### config.mk
export PLATFORM = sky130hd
export DESIGN_NAME = rotate_center_bayer_dither_pixel_top
export DESIGN_NICKNAME = d
export VERILOG_FILES = /design/src/hw/rtl/rcbd_pkg.sv /design/src/hw/rtl/rotate_center_bayer_dither_pixel_top.sv
export SDC_FILE = /design/constraint.sdc
export NUM_CORES = 1
export LEC_CHECK = 0
export BUFFER_PORTS_ARGS = -buffer_cell sky130_fd_sc_hd__buf_2
export CAP_MARGIN = 20
export CORE_MARGIN = 2
export CORE_UTILIZATION = 65
export DETAILED_ROUTE_END_ITERATION = 7
export PLACE_DENSITY = 0.86
export SETUP_SLACK_MARGIN = 0.3
export SLEW_MARGIN = 20
export SYNTH_ARGS = -nofsm -noshare
export SYNTH_HDL_FRONTEND = slang
export SYNTH_SLANG_ARGS = --single-unit
### constraint.sdc
create_clock -name clk -period 11.4 [get_ports clk]
set_clock_uncertainty 0.2 [all_clocks]
set_input_delay 0.57 -clock clk [delete_from_list [all_inputs] [get_ports clk]]
set_output_delay 0.57 -clock clk [all_outputs]
set_load 0.02 [all_outputs]
### src/hw/rtl/rcbd_pkg.sv
// ----------------------------------------------------------------------------
// rcbd_pkg - shared definitions for the rotate/centre/Bayer dither placer
// Screen geometry, register indexes, placement bundle and the 8x8 Bayer table.
// ----------------------------------------------------------------------------
package rcbd_pkg;

  localparam int unsigned SCREEN_WIDTH  = 960;
  localparam int unsigned SCREEN_HEIGHT = 540;
  localparam bit          SCREEN_LANDSCAPE = (SCREEN_WIDTH > SCREEN_HEIGHT);

  // signed screen coordinate width: offsets plus scaled image span
  localparam int unsigned COORD_W = 16;

  typedef enum logic [1:0] {
    CFG_IMAGE_WIDTH   = 2'd0,
    CFG_IMAGE_HEIGHT  = 2'd1,
    CFG_PORTRAIT_MODE = 2'd2
  } cfg_idx_t;

  // placement derived from the configuration registers
  typedef struct packed {
    logic        rot;
    logic        wide;
    logic [12:0] sw;
    logic [12:0] sh;
    logic [9:0]  off_x;
    logic [9:0]  off_y;
  } place_t;

  localparam logic [5:0] BAYER_TAB [64] = '{
     6'd0, 6'd32,  6'd8, 6'd40,  6'd2, 6'd34, 6'd10, 6'd42,
    6'd48, 6'd16, 6'd56, 6'd24, 6'd50, 6'd18, 6'd58, 6'd26,
    6'd12, 6'd44,  6'd4, 6'd36, 6'd14, 6'd46,  6'd6, 6'd38,
    6'd60, 6'd28, 6'd52, 6'd20, 6'd62, 6'd30, 6'd54, 6'd22,
     6'd3, 6'd35, 6'd11, 6'd43,  6'd1, 6'd33,  6'd9, 6'd41,
    6'd51, 6'd19, 6'd59, 6'd27, 6'd49, 6'd17, 6'd57, 6'd25,
    6'd15, 6'd47,  6'd7, 6'd39, 6'd13, 6'd45,  6'd5, 6'd37,
    6'd63, 6'd31, 6'd55, 6'd23, 6'd61, 6'd29, 6'd53, 6'd21
  };

  // threshold = table value * 4 + 2
  function automatic logic [7:0] dither_thr(input logic [2:0] row, input logic [2:0] col);
    dither_thr = {BAYER_TAB[{row, col}], 2'b10};
  endfunction

endpackage

### src/hw/rtl/rotate_center_bayer_dither_pixel_top.sv
// ----------------------------------------------------------------------------
// rotate_center_bayer_dither_pixel_top - ordered dither pixel placer
// Places one scaled image pixel on the panel (rotate, downscale, centre,
// optional portrait turn) and thresholds its luma against an 8x8 Bayer cell.
// ----------------------------------------------------------------------------
//  channel | ports                                        | handshake
//  --------+----------------------------------------------+--------------------
//  input   | in_image_x, in_image_y, in_luma              | start && !busy
//  result  | out_panel_x, out_panel_y, out_pixel_white,   | out_valid, 1 cycle
//          | out_visible                                  |
//  config  | cfg_index, cfg_wdata                         | cfg_we
//
//  One transaction per cycle; each accepted transaction passes the input register,
//  then the result register. busy is never raised.
//  Placement values are re-derived from the config registers every cycle.
//  rst_n (synchronous) restores image size 1x1, landscape, and empties the pipe.
//  The receiver cannot stall; results are never held.
// ----------------------------------------------------------------------------
module rotate_center_bayer_dither_pixel_top
  import rcbd_pkg::*;
(
  input  logic        clk,
  input  logic        rst_n,
  input  logic        start,
  output logic        busy,
  input  logic [12:0] in_image_x,
  input  logic [12:0] in_image_y,
  input  logic [7:0]  in_luma,
  output logic        out_valid,
  output logic [9:0]  out_panel_x,
  output logic [9:0]  out_panel_y,
  output logic        out_pixel_white,
  output logic        out_visible,
  input  logic        cfg_we,
  input  logic [1:0]  cfg_index,
  input  logic [15:0] cfg_wdata
);

  localparam logic signed [COORD_W-1:0] SW_S = COORD_W'(SCREEN_WIDTH);
  localparam logic signed [COORD_W-1:0] SH_S = COORD_W'(SCREEN_HEIGHT);
  localparam logic [9:0] SW_M1 = 10'(SCREEN_WIDTH - 1);
  localparam int unsigned SCREEN_MAX =
    (SCREEN_WIDTH > SCREEN_HEIGHT) ? SCREEN_WIDTH : SCREEN_HEIGHT;

  // configuration
  logic [15:0] img_w_r, img_h_r;
  logic        portrait_r;

  always_ff @(posedge clk) begin
    if (!rst_n) begin
      img_w_r    <= 16'd1;
      img_h_r    <= 16'd1;
      portrait_r <= 1'b0;
    end else if (cfg_we) begin
      unique case (cfg_idx_t'(cfg_index))
        CFG_IMAGE_WIDTH:   img_w_r    <= cfg_wdata;
        CFG_IMAGE_HEIGHT:  img_h_r    <= cfg_wdata;
        CFG_PORTRAIT_MODE: portrait_r <= cfg_wdata[0];
        default: ;
      endcase
    end
  end

  // placement from configuration
  place_t      place_r, place_nxt;
  logic [9:0]  fit_w, fit_h;
  logic [16:0] w17, h17, fw17, fh17;
  logic [1:0]  div_log;
  logic [15:0] sw_full, sh_full;
  logic [12:0] disp_w, disp_h;
  logic signed [14:0] span_x, span_y;

  always_comb begin
    place_nxt.wide = img_w_r > img_h_r;
    place_nxt.rot  = place_nxt.wide ^ SCREEN_LANDSCAPE;
    fit_w = place_nxt.rot ? 10'(SCREEN_HEIGHT) : 10'(SCREEN_WIDTH);
    fit_h = place_nxt.rot ? 10'(SCREEN_WIDTH)  : 10'(SCREEN_HEIGHT);
    w17  = {1'b0, img_w_r};
    h17  = {1'b0, img_h_r};
    fw17 = {7'd0, fit_w};
    fh17 = {7'd0, fit_h};
    priority if (w17 > (fw17 << 2) || h17 > (fh17 << 2)) div_log = 2'd3;
    else if (w17 > (fw17 << 1) || h17 > (fh17 << 1))     div_log = 2'd2;
    else if (w17 > fw17 || h17 > fh17)                   div_log = 2'd1;
    else                                                 div_log = 2'd0;
    sw_full = img_w_r >> div_log;
    sh_full = img_h_r >> div_log;
    place_nxt.sw = sw_full[12:0];
    place_nxt.sh = sh_full[12:0];
    disp_w = place_nxt.rot ? place_nxt.sh : place_nxt.sw;
    disp_h = place_nxt.rot ? place_nxt.sw : place_nxt.sh;
    span_x = $signed(15'(SCREEN_WIDTH))  - $signed({2'b00, disp_w});
    span_y = $signed(15'(SCREEN_HEIGHT)) - $signed({2'b00, disp_h});
    // centring offset clamps at zero
    place_nxt.off_x = (span_x > 15'sd0) ? span_x[10:1] : 10'd0;
    place_nxt.off_y = (span_y > 15'sd0) ? span_y[10:1] : 10'd0;
  end

  always_ff @(posedge clk) begin
    place_r <= place_nxt;
  end

  // input register
  logic        accept;
  logic        in_vld_r;
  logic [12:0] ix_r, iy_r;
  logic [7:0]  luma_r;

  assign busy   = 1'b0;
  assign accept = start && !busy;

  always_ff @(posedge clk) begin
    if (!rst_n) begin
      in_vld_r <= 1'b0;
    end else begin
      in_vld_r <= accept;
    end
  end

  always_ff @(posedge clk) begin
    if (accept) begin
      ix_r   <= in_image_x;
      iy_r   <= in_image_y;
      luma_r <= in_luma;
    end
  end

  // screen mapping, dither and panel turn
  logic signed [COORD_W-1:0] ix_s, iy_s, offx_s, offy_s, sw_s, sh_s, sx, sy;
  logic       vis;
  logic [7:0] thr;
  logic [9:0] px, py;
  logic       white;

  always_comb begin
    ix_s   = $signed({3'd0, ix_r});
    iy_s   = $signed({3'd0, iy_r});
    offx_s = $signed({6'd0, place_r.off_x});
    offy_s = $signed({6'd0, place_r.off_y});
    sw_s   = $signed({3'd0, place_r.sw});
    sh_s   = $signed({3'd0, place_r.sh});
    if (place_r.rot && place_r.wide) begin
      // clockwise
      sx = offx_s + sh_s - 16'sd1 - iy_s;
      sy = offy_s + ix_s;
    end else if (place_r.rot) begin
      // counter-clockwise
      sx = offx_s + iy_s;
      sy = offy_s + sw_s - 16'sd1 - ix_s;
    end else begin
      sx = offx_s + ix_s;
      sy = offy_s + iy_s;
    end
    vis   = (sx >= 16'sd0) && (sy >= 16'sd0) && (sx < SW_S) && (sy < SH_S);
    thr   = dither_thr(sy[2:0], sx[2:0]);
    white = vis && (luma_r > thr);
    if (!vis) begin
      px = 10'd0;
      py = 10'd0;
    end else if (portrait_r) begin
      px = sy[9:0];
      py = SW_M1 - sx[9:0];
    end else begin
      px = sx[9:0];
      py = sy[9:0];
    end
  end

  // result register
  logic       out_valid_r;
  logic [9:0] out_px_r, out_py_r;
  logic       out_white_r, out_vis_r;

  always_ff @(posedge clk) begin
    if (!rst_n) begin
      out_valid_r <= 1'b0;
    end else begin
      out_valid_r <= in_vld_r;
    end
  end

  always_ff @(posedge clk) begin
    if (in_vld_r) begin
      out_px_r    <= px;
      out_py_r    <= py;
      out_white_r <= white;
      out_vis_r   <= vis;
    end
  end

  assign out_valid       = out_valid_r;
  assign out_panel_x     = out_px_r;
  assign out_panel_y     = out_py_r;
  assign out_pixel_white = out_white_r;
  assign out_visible     = out_vis_r;

  // checks
  a_result_follows_accept: assert property (@(posedge clk) disable iff (!rst_n)
    out_valid |-> $past(accept, 2))
    else $error("result without accepted transaction");

  a_accept_gives_result: assert property (@(posedge clk) disable iff (!rst_n)
    in_vld_r |=> out_valid)
    else $error("accepted transaction lost");

  a_clipped_zero: assert property (@(posedge clk) disable iff (!rst_n)
    (out_valid && !out_visible) |->
      (out_panel_x == 10'd0 && out_panel_y == 10'd0 && !out_pixel_white))
    else $error("clipped result carries non-zero fields");

  a_panel_bounds: assert property (@(posedge clk) disable iff (!rst_n)
    (out_valid && out_visible) |->
      (out_panel_x < 10'(SCREEN_MAX) && out_panel_y < 10'(SCREEN_MAX)))
    else $error("visible pixel off panel");

endmodule
==> flow_summary.json <==
{
  "async_reset_ff_frac": 0,
  "path_class": "flop to flop",
  "synth_top_cells_by_area": "ha_1, edfxtp_1, dfxtp_1",
  "wirelength_mm": 32.7,
  "path_clk_slew_ns": 0.07,
  "layout_common_cells": "inv_1, ha_1, nand2_1",
  "cts_max_level": 4,
  "fillCellCount": 1318,
  "failed_checks": "design-rule violations",
  "boundaryPins": 80,
  "antenna_found_initial": 0,
  "root_buffer": "clkbuf_16",
  "hold_viol_final": 0,
  "finalNetCount": 1699,
  "final_util": 0.728,
  "syn_avg_cell_area_um2": 8.33,
  "ctsHoldBuffers": 0,
  "synth_area_um2": 11900,
  "grt_pass1_vias": 11000,
  "slew_headroom": 0.269,
  "drive_above_1_share": 0.100,
  "place_ws_ns": 3.94,
  "timing.final.crit_share": 0.674,
  "globalRouteOverflowTotal": 0,
  "rows": 49,
  "numCtsBuffers": 17,
  "worstSkewPairLatency_ns": 0.43,
  "min-delay-start": "in_luma[5]",
  "firstDrtPassIters": 8,
  "yosysSeqAreaShare": 0.281,
  "outcome": "finished, violations left",
  "p_leak_nw": 5.72,
  "crit_fanout": 16,
  "ys_types": 84,
  "worstMarginPinSlew_ns": 1.10,
  "gr-usage-all-layers": 0.337,
  "wire_per_inst_um": 19.0,
  "drtIter0Drc": 962,
  "dieHeight_um": 139,
  "drc": 1,
  "setup_viol": 0,
  "cts_setup_buffers": 0,
  "slew_violations": 0,
  "n_antenna_cell": 0,
  "ys_dominant_reg_cell": "dfxtp_1",
  "grt_setup_unrepaired": "false",
  "fmax_mhz": 130,
  "vias_per_cell": 6.28,
  "yosys.area.top_type": "ha_1",
  "setup.worst_path.end_class": "flop",
  "synth_top_cell_area_share": 0.163,
  "start_util": 0.663,
  "ir_drop_v": 0.000276,
  "final_common_cell": "inv_1",
  "min_period_ns": 7.68,
  "power-per-cell-area_nw_per_um2": 335,
  "gp_congestion": 1.01,
  "dp_hpwl_mm": 24.5,
  "power_mw": 4.38,
  "ys_warn_count": 0,
  "worstPathArrival_ns": 7.79,
  "clock_path_buffers": 2,
  "multi_input_area_um2": 7660,
  "grt_max_degree": 42,
  "antenna_left": 0,
  "worstSetupStartpointType": "flop",
  "final-seq-area_um2": 3340,
  "hold_path_class": "input port to flop",
  "place_inst": 1691,
  "r2r-start": "img_h_r[7]",
  "area_growth_pct": 9.76,
  "fin_tns_setup_ns": 0,
  "num_vias": 10800,
  "synthCells": 1431,
  "port_buffers": 78,
  "synth_nets": 1649,
  "fin_cells": 1723,
  "cts_tree": "built",
  "cp-startpoint": "img_h_r[7]",
  "synth_edf_count": 56,
  "maxCapViolations": 0,
  "cts_sinks": 139,
  "ys_ff_latch": 139,
  "dieWidth_um": 139,
  "cts_resized": 0,
  "grt_pass1_wl_mm": 53.5,
  "finalWorstSetupSlack_ns": 3.72,
  "core_um2": 18000,
  "die_area_um2": 19400,
  "required_ns": 11.51
}
cell type report:
class | count | share of cell area
clock buffer | 21 | 0.0370
clock inverter | 11 | 0.0100
inverter | 182 | 0.0522
tap | 229 | 0.0219
multi-input combinational | 1050 | 0.586
timing repair buffer | 91 | 0.0373
sequential | 139 | 0.256
critical path: stages, from the launching register on:
cell	delay [ns]
dfxtp_1	0.46
inv_1	0.17
ha_1	0.34
a2111o_1	0.41
o311ai_0	0.61
a31oi_4	0.35
inv_1	0.17
ha_1	0.30
nor4bb_1	0.36
or4b_1	0.53
a311oi_1	0.37
nand3b_1	0.34
nor2_1	0.73
nor4_1	0.11
a221oi_1	0.40
a21oi_1	0.17
ha_1	0.27
nor2_1	0.12
o2111ai_1	0.14
a21oi_1	0.31
or2_2	0.20
mux2i_1	0.08
o31ai_1	0.27
a311oi_2	0.13
where the power goes:
| group | internal (mW) | total [mW] | switching [mW] | leakage, nW |
|---|---|---|---|---|
| logic | 1.29 | 3.12 | 1.82 | 4.19 |
| clock network | 0.352 | 0.590 | 0.237 | 0.307 |
| registers | 0.605 | 0.670 | 0.0654 | 1.23 |
Yosys cell counts (all sizes together), types with 4 or more instances:
cell / n
inv: 182
ha: 155
nand2: 139
dfxtp: 83
a21oi: 81
nor2: 79
o21ai: 67
xnor2: 59
edfxtp: 56
clkbuf: 50
nor3: 45
a21boi: 38
a211oi: 31
nand3: 27
mux2i: 26
nor2b: 21
o21bai: 21
a31oi: 20
xor2: 18
a21o: 17
nand3b: 11
or3: 11
a2111oi: 10
buf: 10
nand2b: 10
o211ai: 10
o21a: 10
mux2: 8
nand4: 8
a221oi: 7
a311oi: 7
and2: 7
and3: 7
fa: 7
nor4: 7
o31ai: 7
nand4b: 6
a41oi: 5
o2111ai: 5
nor3b: 4
o221ai: 4
o41ai: 4
or2: 4
per-stage QoR:
stage               hold WS, ns  area (µm²)
floorplan                 0.237       11900
global placement          0.179       12500
detailed placement        0.186       12500
CTS                       0.101       13100
global route              0.101       13100
finish                    0.109       13100
state kept, by name, summed over array words and instances, names as in the netlist, 8 cells and up:
| signal | flops |
|---|---|
| img_w_r | 16 |
| offx_s | 10 |
| place_r | 28 |
| offy_s | 10 |
| iy_r | 13 |
| out_panel_x | 10 |
| out_panel_y | 10 |
| ix_r | 13 |
| img_h_r | 16 |
| luma_r | 8 |
cells by family after synthesis:
family	Yosys count	share of synthesized area
other	1	0.000315
adders and majority gates	162	0.174
xor gates and xnor gates	77	0.0566
DFF	139	0.281
and+or+nand+nor	402	0.167
buffers and inverters	242	0.0784
AOI/OAI and AO/OA	374	0.214
muxes	34	0.0294
routing by layer:
metal	track usage	up-vias	wire length, µm
li1	-	5191	-
met1	0.396	5064	12900
met2	0.596	448	16200
met3	0.0540	121	2060
met4	0.168	0	1520
met5	0	-	0
final timing paths:
check | to | slack [ns] | cells past startpoint
worst min register to register | place_r[44] | 0.19 | 0
worst min-delay path | luma_r[5] | 0.11 | 1
worst max-delay path | offy_s[0] | 3.72 | 23
worst max register to register | offy_s[0] | 3.72 | 23
(Power assumes the default switching activity.)
